File: src/design/adcf_pkg.sv
// Package for the distortion waveshaper: constants, register codes and sequencer states.
package adcf_pkg;

	localparam int SAMPLE_W   = 16;
	localparam int LEN_W      = 9;
	localparam int ADDR_W     = 4;
	localparam int BLOCK_MAX  = 256;
	localparam int DIV_STEPS  = 31;
	localparam int CNT_W      = 5;
	localparam int MUL_A_W    = 33;
	localparam int MUL_B_W    = 18;
	localparam int PROD_W     = MUL_A_W + MUL_B_W;
	localparam int IN_DATA_W  = 48;
	localparam int OUT_DATA_W = 16;

	localparam logic [15:0]      MIX_ONE     = 16'd32768;
	localparam logic [15:0]      DRIVE_MAX   = 16'd65535;
	localparam logic [14:0]      FOLD_OFFSET = 15'd24576;
	localparam logic [LEN_W-1:0] LEN_RESET   = 9'd64;

	typedef enum logic [1:0] {
		REG_ENABLE       = 2'd0,
		REG_SHAPE_MODE   = 2'd1,
		REG_BLOCK_LENGTH = 2'd2,
		REG_NONE         = 2'd3
	} reg_idx_t;

	typedef enum logic [3:0] {
		ST_IDLE,
		ST_DIV_DRV,
		ST_DIV_MIX,
		ST_MUL_DRV,
		ST_MUL_MIX,
		ST_MUL_T,
		ST_SHAPE,
		ST_MUL_Y,
		ST_FIN
	} state_t;

endpackage

File: src/design/audio_distortion_clip_fold.sv
// Distortion waveshaper with ramped drive and mix: hard clip or triangle fold.
//
// Input stream (s_t*): one request carries a Q1.15 sample and the drive and mix targets
// for the current control block. Targets are taken only at the first sample of a block.
// Output stream (m_t*): one processed Q1.15 sample per request, in order.
// APB port: enable at 0x0, shape_mode at 0x4, block_length at 0x8; write only when idle.
//
// One request is worked through a sequencer around a single 33x18 multiplier, one
// product per cycle, registered before use. Inside a block a request passes through
// ST_MUL_DRV, ST_MUL_MIX, ST_MUL_T, ST_SHAPE, ST_MUL_Y and ST_FIN to the output
// register; the next request is accepted once the sequencer is back in ST_IDLE. At the
// first sample of a block the two ramp steps are first found by a shared restoring
// divider, one quotient bit per cycle, in ST_DIV_DRV and then ST_DIV_MIX. With
// distortion disabled the sample goes straight to ST_FIN and then the output register,
// and the ramp state is left untouched. s_tready is high only while the sequencer is
// idle, so a new request is taken only after the last one is finished.
// The output register lets the next request be accepted while a result waits; if the
// receiver stalls, the sequencer holds its finished result until the register frees.
// Reset clears enable, shape_mode, ramp state and position; block_length returns to 64.
module audio_distortion_clip_fold (
	input  logic                           clk,
	input  logic                           arst_n,
	// APB configuration port
	input  logic                           psel,
	input  logic                           penable,
	input  logic                           pwrite,
	input  logic [adcf_pkg::ADDR_W-1:0]    paddr,
	input  logic [31:0]                    pwdata,
	output logic [31:0]                    prdata,
	output logic                           pready,
	// input stream
	input  logic                           s_tvalid,
	output logic                           s_tready,
	input  logic [adcf_pkg::IN_DATA_W-1:0] s_tdata,  // sample_in, drive_target, mix_target
	// output stream
	output logic                           m_tvalid,
	input  logic                           m_tready,
	output logic [adcf_pkg::OUT_DATA_W-1:0] m_tdata  // sample_out
);
	import adcf_pkg::*;

	// configuration
	logic             enable_q;
	logic             shape_mode_q;
	logic [LEN_W-1:0] block_length_q;
	reg_idx_t         cfg_idx;
	logic             cfg_wr;

	// ramp state
	logic [15:0]        drive_prev_q, mix_prev_q, drive_next_q, mix_next_q;
	logic signed [31:0] drive_step_q, mix_step_q;
	logic [LEN_W-1:0]   pos_q;

	// per request
	state_t state_q, state_d;
	logic signed [SAMPLE_W-1:0] x_q;
	logic        en_q;
	logic [15:0] drive_q, mix_q;
	logic signed [17:0] diff_q;

	// divider
	logic [30:0]      dvd_q;
	logic [7:0]       rem_q;
	logic             neg_q;
	logic [CNT_W-1:0] cnt_q;

	// multiplier
	logic signed [MUL_A_W-1:0] mul_a;
	logic signed [MUL_B_W-1:0] mul_b;
	logic signed [PROD_W-1:0]  mul_p, prod_q;

	// output register
	logic                      m_tvalid_q;
	logic [OUT_DATA_W-1:0]     m_tdata_q;

	logic             s_acc, out_free, div_last;
	logic [LEN_W-1:0] len_eff;
	logic [SAMPLE_W-1:0] in_sample, in_drive, in_mix, mix_sat;
	logic signed [16:0] in_drv_diff, mix_diff;
	logic [8:0]  trial;
	logic        q_bit;
	logic [7:0]  rem_nx;
	logic [30:0] quo_nx;
	logic signed [31:0] step_res;
	logic signed [36:0] ramp_sum;
	logic [15:0] ramp_drive, ramp_mix;
	logic signed [24:0] t_val;
	logic [14:0] fold_r;
	logic signed [17:0] fold_d, wet;
	logic signed [20:0] y_sum;
	logic signed [SAMPLE_W-1:0] y_sat;
	logic [LEN_W:0] pos_inc;

	function automatic logic [15:0] mag16(input logic signed [16:0] d);
		logic signed [16:0] n;
		n = -d;
		return d[16] ? n[15:0] : d[15:0];
	endfunction

	// ---------------- APB ----------------
	assign pready  = 1'b1;
	assign cfg_idx = reg_idx_t'(paddr[3:2]);
	assign cfg_wr  = psel & penable & pwrite & pready;

	always_comb begin
		prdata = '0;
		unique case (cfg_idx)
			REG_ENABLE:       prdata = {31'b0, enable_q};
			REG_SHAPE_MODE:   prdata = {31'b0, shape_mode_q};
			REG_BLOCK_LENGTH: prdata = {23'b0, block_length_q};
			default:          prdata = '0;
		endcase
	end

	always_ff @(posedge clk or negedge arst_n) begin
		if (!arst_n) begin
			enable_q       <= 1'b0;
			shape_mode_q   <= 1'b0;
			block_length_q <= LEN_RESET;
		end else if (cfg_wr) begin
			unique case (cfg_idx)
				REG_ENABLE:       enable_q       <= pwdata[0];
				REG_SHAPE_MODE:   shape_mode_q   <= pwdata[0];
				REG_BLOCK_LENGTH: block_length_q <= pwdata[LEN_W-1:0];
				default:          ;
			endcase
		end
	end

	// Zero length acts as one, anything above the maximum as the maximum.
	always_comb begin
		if (block_length_q == '0)
			len_eff = LEN_W'(1);
		else if (block_length_q > LEN_W'(BLOCK_MAX))
			len_eff = LEN_W'(BLOCK_MAX);
		else
			len_eff = block_length_q;
	end

	// ---------------- input decode ----------------
	assign in_sample = s_tdata[15:0];
	assign in_drive  = s_tdata[31:16];
	assign in_mix    = s_tdata[47:32];
	assign mix_sat   = (in_mix > MIX_ONE) ? MIX_ONE : in_mix;
	assign in_drv_diff = $signed({1'b0, in_drive}) - $signed({1'b0, drive_prev_q});
	assign mix_diff    = $signed({1'b0, mix_next_q}) - $signed({1'b0, mix_prev_q});

	assign s_tready = (state_q == ST_IDLE);
	assign s_acc    = s_tvalid & s_tready;
	assign out_free = ~m_tvalid_q | m_tready;

	// ---------------- restoring divider step ----------------
	assign trial    = {rem_q, dvd_q[30]};
	assign q_bit    = (trial >= len_eff);
	assign rem_nx   = q_bit ? 8'(trial - len_eff) : trial[7:0];
	assign quo_nx   = {dvd_q[29:0], q_bit};
	assign div_last = (cnt_q == CNT_W'(DIV_STEPS - 1));
	assign step_res = neg_q ? -$signed({1'b0, quo_nx}) : $signed({1'b0, quo_nx});

	// ---------------- shared multiplier ----------------
	always_comb begin
		mul_a = '0;
		mul_b = '0;
		unique case (state_q)
			ST_MUL_DRV: begin
				mul_a = MUL_A_W'(drive_step_q);
				mul_b = $signed({(MUL_B_W-LEN_W)'(0), pos_q});
			end
			ST_MUL_MIX: begin
				mul_a = MUL_A_W'(mix_step_q);
				mul_b = $signed({(MUL_B_W-LEN_W)'(0), pos_q});
			end
			ST_MUL_T: begin
				mul_a = $signed({17'b0, drive_q});
				mul_b = MUL_B_W'(x_q);
			end
			ST_MUL_Y: begin
				mul_a = MUL_A_W'(diff_q);
				mul_b = $signed({2'b0, mix_q});
			end
			default: begin
				mul_a = '0;
				mul_b = '0;
			end
		endcase
	end
	assign mul_p = mul_a * mul_b;

	// Ramp value: previous value plus the floored product of position and step.
	// The product waiting in prod_q belongs to drive in ST_MUL_MIX, to mix in ST_MUL_T.
	always_comb begin
		ramp_sum = (state_q == ST_MUL_MIX) ? $signed({21'b0, drive_prev_q})
		                                   : $signed({21'b0, mix_prev_q});
		ramp_sum = ramp_sum + $signed({prod_q[PROD_W-1], prod_q[PROD_W-1:15]});
		if (ramp_sum < 0)
			ramp_drive = '0;
		else if (ramp_sum > $signed({21'b0, DRIVE_MAX}))
			ramp_drive = DRIVE_MAX;
		else
			ramp_drive = ramp_sum[15:0];
		if (ramp_sum < 0)
			ramp_mix = '0;
		else if (ramp_sum > $signed({21'b0, MIX_ONE}))
			ramp_mix = MIX_ONE;
		else
			ramp_mix = ramp_sum[15:0];
	end

	// Shaper: t is drive * x floored by 8 bits.
	assign t_val  = prod_q[32:8];
	assign fold_r = prod_q[24:10] + FOLD_OFFSET;
	assign fold_d = 18'sd65536 - $signed({1'b0, fold_r, 2'b00});

	always_comb begin
		if (shape_mode_q) begin
			wet = (fold_d[17] ? -fold_d : fold_d) - 18'sd32768;
		end else begin
			priority if (t_val > 25'sd32768)
				wet = 18'sd32768;
			else if (t_val < -25'sd32768)
				wet = -18'sd32768;
			else
				wet = t_val[17:0];
		end
	end

	// Blend and saturate.
	always_comb begin
		y_sum = 21'(x_q) + $signed(prod_q[35:15]);
		if (y_sum > 21'sd32767)
			y_sat = 16'sh7fff;
		else if (y_sum < -21'sd32768)
			y_sat = 16'sh8000;
		else
			y_sat = y_sum[15:0];
	end

	assign pos_inc = {1'b0, pos_q} + (LEN_W+1)'(1);

	// ---------------- sequencer ----------------
	always_ff @(posedge clk or negedge arst_n) begin
		if (!arst_n)
			state_q <= ST_IDLE;
		else
			state_q <= state_d;
	end

	always_comb begin
		state_d = state_q;
		unique case (state_q)
			ST_IDLE: begin
				if (s_acc) begin
					if (!enable_q)
						state_d = ST_FIN;
					else if (pos_q == '0)
						state_d = ST_DIV_DRV;
					else
						state_d = ST_MUL_DRV;
				end
			end
			ST_DIV_DRV: if (div_last) state_d = ST_DIV_MIX;
			ST_DIV_MIX: if (div_last) state_d = ST_MUL_DRV;
			ST_MUL_DRV: state_d = ST_MUL_MIX;
			ST_MUL_MIX: state_d = ST_MUL_T;
			ST_MUL_T:   state_d = ST_SHAPE;
			ST_SHAPE:   state_d = ST_MUL_Y;
			ST_MUL_Y:   state_d = ST_FIN;
			ST_FIN:     if (out_free) state_d = ST_IDLE;
			default:    state_d = ST_IDLE;
		endcase
	end

	// ---------------- payload path ----------------
	always_ff @(posedge clk) begin
		// hold the blend product while the finished result waits
		if (state_q != ST_FIN)
			prod_q <= mul_p;
		unique case (state_q)
			ST_IDLE: begin
				x_q  <= $signed(in_sample);
				en_q <= enable_q;
				// start the drive step division at a block start
				dvd_q <= {mag16(in_drv_diff), 15'b0};
				neg_q <= in_drv_diff[16];
				rem_q <= '0;
				cnt_q <= '0;
			end
			ST_DIV_DRV, ST_DIV_MIX: begin
				if (div_last) begin
					// reload for the mix step
					dvd_q <= {mag16(mix_diff), 15'b0};
					neg_q <= mix_diff[16];
					rem_q <= '0;
					cnt_q <= '0;
				end else begin
					dvd_q <= quo_nx;
					rem_q <= rem_nx;
					cnt_q <= cnt_q + CNT_W'(1);
				end
			end
			ST_MUL_MIX: drive_q <= ramp_drive;
			ST_MUL_T:   mix_q   <= ramp_mix;
			ST_SHAPE:   diff_q  <= wet - 18'(x_q);
			default:    ;
		endcase
	end

	// ---------------- ramp state ----------------
	always_ff @(posedge clk or negedge arst_n) begin
		if (!arst_n) begin
			drive_prev_q <= '0;
			mix_prev_q   <= '0;
			drive_next_q <= '0;
			mix_next_q   <= '0;
			drive_step_q <= '0;
			mix_step_q   <= '0;
			pos_q        <= '0;
		end else begin
			if (s_acc && enable_q && pos_q == '0) begin
				drive_next_q <= in_drive;
				mix_next_q   <= mix_sat;
			end
			if (state_q == ST_DIV_DRV && div_last)
				drive_step_q <= step_res;
			if (state_q == ST_DIV_MIX && div_last)
				mix_step_q <= step_res;
			// advance the position once the result is handed over
			if (state_q == ST_FIN && out_free && en_q) begin
				if (pos_inc >= {1'b0, len_eff}) begin
					pos_q        <= '0;
					drive_prev_q <= drive_next_q;
					mix_prev_q   <= mix_next_q;
				end else begin
					pos_q <= pos_inc[LEN_W-1:0];
				end
			end
		end
	end

	// ---------------- output register ----------------
	always_ff @(posedge clk or negedge arst_n) begin
		if (!arst_n) begin
			m_tvalid_q <= 1'b0;
		end else if (state_q == ST_FIN && out_free) begin
			m_tvalid_q <= 1'b1;
		end else if (m_tready) begin
			m_tvalid_q <= 1'b0;
		end
	end

	always_ff @(posedge clk) begin
		if (state_q == ST_FIN && out_free)
			m_tdata_q <= en_q ? y_sat : x_q;
	end

	assign m_tvalid = m_tvalid_q;
	assign m_tdata  = m_tdata_q;

endmodule

File: config.mk
export PLATFORM = sky130hd
export DESIGN_NAME = audio_distortion_clip_fold
export DESIGN_NICKNAME = d
export VERILOG_FILES = /design/src/design/adcf_pkg.sv /design/src/design/audio_distortion_clip_fold.sv
export SDC_FILE = /design/constraint.sdc
export NUM_CORES = 2
export LEC_CHECK = 0
export ABC_AREA = 1
export ABC_CLOCK_PERIOD_IN_PS = 9700
export BUFFER_PORTS_ARGS = -buffer_cell sky130_fd_sc_hd__buf_4
export CORE_ASPECT_RATIO = 0.7
export CORE_MARGIN = 2
export CORE_UTILIZATION = 50
export DETAILED_ROUTE_END_ITERATION = 8
export GPL_TIMING_DRIVEN = 0
export HOLD_SLACK_MARGIN = 0.15
export PLACE_DENSITY = 0.72
export SYNTH_ARGS = -nofsm -noshare
export SYNTH_HDL_FRONTEND = slang
export SYNTH_SLANG_ARGS = --single-unit
File: constraint.sdc
create_clock -name clk -period 9.7 [get_ports clk]
set_clock_uncertainty 0.1 [all_clocks]
set_input_delay 0.97 -clock clk [delete_from_list [all_inputs] [get_ports clk]]
set_output_delay 0.97 -clock clk [all_outputs]
set_load 0.02 [all_outputs]
Word-level counts from Yosys, hierarchy flattened
Cells that the tools add are included.
- register bits: 332
- input bits: 91
- output and inout bits: 51
- word-level logic and storage cells: 132
- add/sub/neg operators: 15
- multipliers: 1
- $lt $le $gt $ge: 11
- eq/ne operators: 17
- mux-type cells: 38
- bitwise operators: 5
- reductions and logical operators: 21
- operator list (kind ; number):
    two-way mux 16 bit ; 9
    case mux 33 bit (4 select lines) ; 1
    greater-than comparator 37 x 17 -> 1 bit (second input constant) ; 2
    two-way mux 18 bit ; 4
    case mux 31 bit (2 select lines) ; 1
    case mux 18 bit (3 select lines) ; 1
    multiplier 33 x 18 -> 51 bit ; 1
    adder 17 x 36 -> 37 bit ; 1
    less-than comparator 37 x 1 -> 1 bit (second input constant) ; 1
    case mux 4 bit (9 select lines) ; 1
    subtractor 16 x 16 -> 17 bit ; 2
    two-way mux 32 bit ; 1
    negator 16 bit ; 2
    negator 31 -> 32 bit ; 1
    two-way mux 31 bit ; 1
    two-way mux 9 bit ; 3
    case mux 9 bit (3 select lines) ; 1
    greater-than comparator 25 x 17 -> 1 bit (second input constant) ; 1
    less-than comparator 25 x 16 -> 1 bit (second input constant) ; 1
    adder 16 x 21 -> 21 bit ; 1
    greater-than comparator 21 x 16 -> 1 bit (second input constant) ; 1
    less-than comparator 21 x 16 -> 1 bit (second input constant) ; 1
    two-way mux 4 bit ; 5
    zero test 9 bit ; 2
    other kinds (39) ; 63

Longest topological paths before layout
- word-level depth: 7
- gate-level depth with buffers: 36
- mapped depth without buffers: 34

Worst setup path before layout
Ideal clock, no wire load.
- path kind: register to register
- start: register state_q[2]
- end: register prod_q[49], data pin
- setup time: 252 ps
- data arrival time: 7105 ps
- data required time: 9348 ps
- setup slack: 2243 ps
- cell stages (with the launch flop): 31
- path buffers: 2
- clock period less this slack: 7457 ps
- cells stage by stage: dfrtp_1 > inv_1 > nor2_1 > buf_4 > nand2_2 > inv_1 > buf_1 > a221oi_2 > nor2_1 > fa_1 > inv_1 > fa_1 > inv_1 > ha_1 > inv_1 > fa_1 > inv_1 > fa_1 > inv_1 > fa_1 > inv_1 > ha_1 > a21oi_1 > inv_1 > nor2_1 > a21boi_0 > o21ai_0 > a211oi_1 > nand2_1 > nand2_1 > nand2_1
- word-level cells in the longest chain between the ends: 4
- elaborated cells on any way between the ends: 8
- those cells by class: 1 x mul; 4 x eq/ne; 2 x mux; 1 x reduce/logical
- RTL lines (element ; line ; RTL):
    start: declaration ; audio_distortion_clip_fold.sv:55 ; state_t state_q, state_d;
    start signal: assignment ; audio_distortion_clip_fold.sv:245 ; state_q <= state_d;
    equality test 4 x 3 -> 1 bit / equality test 4 x 2 -> 1 bit (equally long branches) ; audio_distortion_clip_fold.sv:164 ; unique case (state_q)
    OR reduction 2 bit (no source line) ; - ;
    case mux 18 bit (3 select lines) ; audio_distortion_clip_fold.sv:164 ;
    multiplier 33 x 18 -> 51 bit * ; audio_distortion_clip_fold.sv:187 ; assign mul_p = mul_a * mul_b;
    via mul_p[49] ; audio_distortion_clip_fold.sv:70 ; logic signed [PROD_W-1:0] mul_p, prod_q;
    end signal: assignment ; audio_distortion_clip_fold.sv:277 ; prod_q <= mul_p;
    end: declaration ; audio_distortion_clip_fold.sv:70 ;
Mark *: on every way through the listed nets, which the timed path passes. The rest lies on a longest branch.
A chain may end at the register's enable or synchronous reset.

Final worst setup path
- start: register state_q[0]
- end: register prod_q[47], data pin
Same word-level chain as after synthesis.

==> Implementation_results.wiki <==
{| class="wikitable"
! Metric !! Value
|-
| Detail Route Antenna Nets || 0
|-
| Most common cell after layout, fill and taps aside || sky130_fd_sc_hd__nand2_1
|-
| Wire length after detailed routing || 140.6 mm
|-
| Maximum fanout along the worst path || 25
|-
| First element of the critical path || state_q[0]
|-
| Share of post-route cells with drive strength above 1 || 4.482%
|-
| Post-synth design cell area || 43050 um2
|-
| Final Instance Count excl. Fillers || 7049
|-
| Placeable core region || 84740 um2
|-
| Fin Hold WS || 174.0 ps
|-
| Filler cells || 8045
|-
| Async SR Flop Fraction || 47.22%
|-
| Lkg Pwr || 23.91 nW
|-
| Pin count of the biggest net entering global routing || 109
|-
| Leading area contributor after synthesis || sky130_fd_sc_hd__fa_1
|-
| Number of failing setup endpoints in the final timing report || 0
|-
| Vias in the first global route || 36670
|-
| Crit path largest cell delay || 800 ps
|-
| TritonRoute pass-1 iters || 9
|-
| Run status || completed
|-
| Number of DRC markers in iteration 0 || 4543
|-
| Detail-routed via count per cell || 5.438
|-
| Congestion Overflow GR || 0
|-
| Number of rows created at floorplan || 89
|-
| Diodes inserted || 0
|-
| Pin slew with the least headroom to its limit || 1316 ps
|-
| Routed WL per cell || 19.95 um
|-
| Power density over the cells || 244.5 nW/um2
|-
| Normalized max-slew margin || 12.30%
|-
| Sequential area share after synthesis || 20.82%
|-
| Startpoint of the lowest-slack register-to-register path || state_q[0]
|-
| Yosys top cell area share || 26.18%
|-
| Achievable Freq || 107.0 MHz
|-
| Capturing element type of the critical path || flip-flop
|-
| CTS root buf || sky130_fd_sc_hd__clkbuf_16
|-
| Port Buf Inserts || 92
|-
| CP Class || flip-flop to flip-flop
|-
| Share of the core filled with cells in the final layout || 54.97%
|-
| Maximum root-to-sink buffer count || 3
|-
| Final-report hold violation count || 0
|-
| Number of max-capacitance violations reported || 0
|-
| Post-synth top flop || sky130_fd_sc_hd__edfxtp_1
|-
| Post-synth cell types || 60
|-
| Required time at the endpoint of the critical path || 9910 ps
|-
| Critical path's slowest cell || sky130_fd_sc_hd__fa_1
|-
| Maximum resistive drop on vdd || 0.1660 mV
|-
| Path category of the worst min-delay check || input pin to asynchronous set/reset pin
|-
| Number of synthesized register bits || 324
|-
| Chip width || 354.7 um
|-
| Clock tree from TritonCTS || built
|-
| Time the final worst path needs with I/O delays and setup || 9345 ps
|-
| Number of primary I/O pins || 142
|-
| Sum of net half-perimeters after detailed placement || 118.1 mm
|-
| H-Tree Level Count || 2
|-
| Top library cells by usage in the layout, fill and taps aside || 1399 x sky130_fd_sc_hd__nand2_1, 1245 x sky130_fd_sc_hd__inv_1, 597 x sky130_fd_sc_hd__nor2_1
|-
| Number of clock sinks seen by CTS || 324
|-
| Setup repair bufs after CTS || 0
|-
| Height of the die || 249.5 um
|-
| CTS buffer count || 35
|-
| RSZ-0062 raised after global routing || true
|-
| Portion of the clock cycle consumed by the worst path in the final layout || 96.34%
|-
| Slack of the worst reg-to-reg path || 350 ps
|-
| Syn Inst Count || 5712
|-
| Number of enable flip-flop cells after synthesis || 171
|-
| Number of pins exceeding their max-slew limit in the final report || 0
|-
| Synth top area cells || sky130_fd_sc_hd__fa_1 26%, sky130_fd_sc_hd__nand2_1 12%, sky130_fd_sc_hd__edfxtp_1 12%, sky130_fd_sc_hd__inv_1 11%, sky130_fd_sc_hd__dfrtp_1 8.8%
|-
| CP Data Arrival Time || 9550 ps
|-
| Clock slew at reported path FFs || 70 ps
|-
| Initial antenna violation count || 1
|-
| Overall die area || 88500 um2
|-
| Hold-fix buffers, CTS || 0
|-
| Source-to-sink clock delay at the later pin of the worst-skew pair || 590 ps
|-
| First-pass GRT wire length || 217.8 mm
|-
| Initial core utilization || 50.80%
|-
| Average cell area after synthesis || 7.537 um2
|-
| Global placer's final weighted congestion || 1.018
|-
| Total power || 11.39 mW
|-
| Total global-route track usage || 32.20%
|-
| DR vias || 38330
|-
| Syn. warnings || 0
|-
| Number of DRC violations after detailed routing || 0
|-
| Number of cells after detailed placement || 6986
|-
| Synthesis-to-layout area growth || 8.205%
|-
| Worst setup SP type || flip-flop
|-
| Total Nets Final || 6771
|}
==> registers in the layout (all words and copies together), names as in the netlist, 4 cells and up <==
register and count:
rem_q 8, cnt_q 5, mix_q 16, mix_prev_q 16, diff_q 18, drive_q 16
prod_q 43, drive_step_q 32, m_tdata 16, drive_prev_q 16, x_q 16, pos_q 9
mix_step_q 32, block_length_q 9, mix_next_q 16, drive_next_q 16, dvd_q 31, state_q 4
==> stage by stage <==
step | area (um2) | setup TNS, ps | setup WS [ps]
after floorplan | 43190 | 0 | 2243
after global placement | 45300 | -4207 | -413.7
after detailed placement | 45440 | 0 | 10.20
after CTS | 46560 | 0 | 139.9
after global routing | 46580 | -9.710 | -9.710
final | 46580 | 0 | 354.6
==> power by group <==
part | switching (mW) | internal (mW) | leakage, nW
sequential | 0.480 | 2.11 | 3.70
clock | 0.620 | 0.755 | 0.549
combinational | 5.26 | 2.17 | 19.7
total | 6.36 | 5.03 | 23.9
==> synth_stat cells, types with 3 or more instances <==
| cell type | n |
|---|---|
| sky130_fd_sc_hd__a211oi_1 | 7 |
| sky130_fd_sc_hd__a21boi_0 | 4 |
| sky130_fd_sc_hd__a21o_1 | 5 |
| sky130_fd_sc_hd__a21oi_1 | 228 |
| sky130_fd_sc_hd__a221oi_1 | 4 |
| sky130_fd_sc_hd__a22o_1 | 14 |
| sky130_fd_sc_hd__a31oi_1 | 18 |
| sky130_fd_sc_hd__and2_1 | 4 |
| sky130_fd_sc_hd__and3_1 | 6 |
| sky130_fd_sc_hd__buf_1 | 10 |
| sky130_fd_sc_hd__buf_2 | 7 |
| sky130_fd_sc_hd__buf_4 | 27 |
| sky130_fd_sc_hd__clkbuf_1 | 105 |
| sky130_fd_sc_hd__clkinv_1 | 21 |
| sky130_fd_sc_hd__dfrtp_1 | 152 |
| sky130_fd_sc_hd__edfxtp_1 | 171 |
| sky130_fd_sc_hd__fa_1 | 563 |
| sky130_fd_sc_hd__ha_1 | 231 |
| sky130_fd_sc_hd__inv_1 | 1247 |
| sky130_fd_sc_hd__inv_2 | 7 |
| sky130_fd_sc_hd__nand2_1 | 1399 |
| sky130_fd_sc_hd__nand2_2 | 14 |
| sky130_fd_sc_hd__nand3_1 | 272 |
| sky130_fd_sc_hd__nand3_2 | 4 |
| sky130_fd_sc_hd__nand3b_1 | 17 |
| sky130_fd_sc_hd__nand4_1 | 57 |
| sky130_fd_sc_hd__nor2_1 | 603 |
| sky130_fd_sc_hd__nor2_2 | 20 |
| sky130_fd_sc_hd__nor2_4 | 3 |
| sky130_fd_sc_hd__nor3_1 | 47 |
| sky130_fd_sc_hd__nor3_2 | 3 |
| sky130_fd_sc_hd__nor4_1 | 16 |
| sky130_fd_sc_hd__o211ai_1 | 12 |
| sky130_fd_sc_hd__o21a_1 | 12 |
| sky130_fd_sc_hd__o21ai_0 | 190 |
| sky130_fd_sc_hd__o21ai_1 | 8 |
| sky130_fd_sc_hd__o21bai_1 | 11 |
| sky130_fd_sc_hd__o22ai_1 | 32 |
| sky130_fd_sc_hd__o31ai_1 | 9 |
| sky130_fd_sc_hd__or2_2 | 5 |
| sky130_fd_sc_hd__xnor2_1 | 27 |
| sky130_fd_sc_hd__xor2_1 | 98 |
==> worst paths after layout <==
kind,to,cells past startpoint
max,prod_q[47],28
min,mix_next_q[10],1
max reg2reg,prod_q[47],28
min reg2reg,drive_next_q[7],2
max in group asynchronous,drive_step_q[9],2
min in group clk,drive_next_q[7],2
==> critical path: cells and delay by family (launching register included) <==
family | cells | cell delay, ps
and+or+nand+nor | 9 | 1710
AOI/OAI and AO/OA | 5 | 1220
DFF | 1 | 430
adders and majority gates | 7 | 3770
buffers and inverters | 7 | 1840
==> area by class of cell <==
class | count | area (um2) | share of cell area, %
inverters | 1275 | 4786 | 10.27
clock buffers | 50 | 1005 | 2.157
clock inverters | 13 | 110.1 | 0.2364
repair buffers | 99 | 818.3 | 1.757
flip-flops and latches | 324 | 8965 | 19.25
plain buffers | 150 | 686.9 | 1.475
multi-input cells | 4001 | 28790 | 61.80
well taps | 1137 | 1423 | 3.054
==> per-layer routing <==
metal	vias up	share of wire [%]	GRT usage, %	routed length [um]
met3	177	15	12.16	20910
met5	-	0	0	0
met1	18340	46	50.32	64050
li1	17750	-	-	-
met4	0	2.2	6.586	3117
met2	2068	37	41.53	52520
==> cell families after synthesis <==
kind of cell	after synthesis	synth area share, %
AO/OA/AOI/OAI	567	7.385
XOR/XNOR	125	2.543
adder cells (fa/ha/maj)	794	32.90
buffers and inverters	1425	12.70
flip-flops	324	20.82
other	2	0.01745
AND/OR/NAND/NOR	2475	23.64
==> repair_timing <==
item,4_1_cts,5_1_grt
endpoints found under the setup margin,2,17
gates resized for setup,1,15
cloned,0,0
No activity file was read; power rests on OpenSTA's default activity.
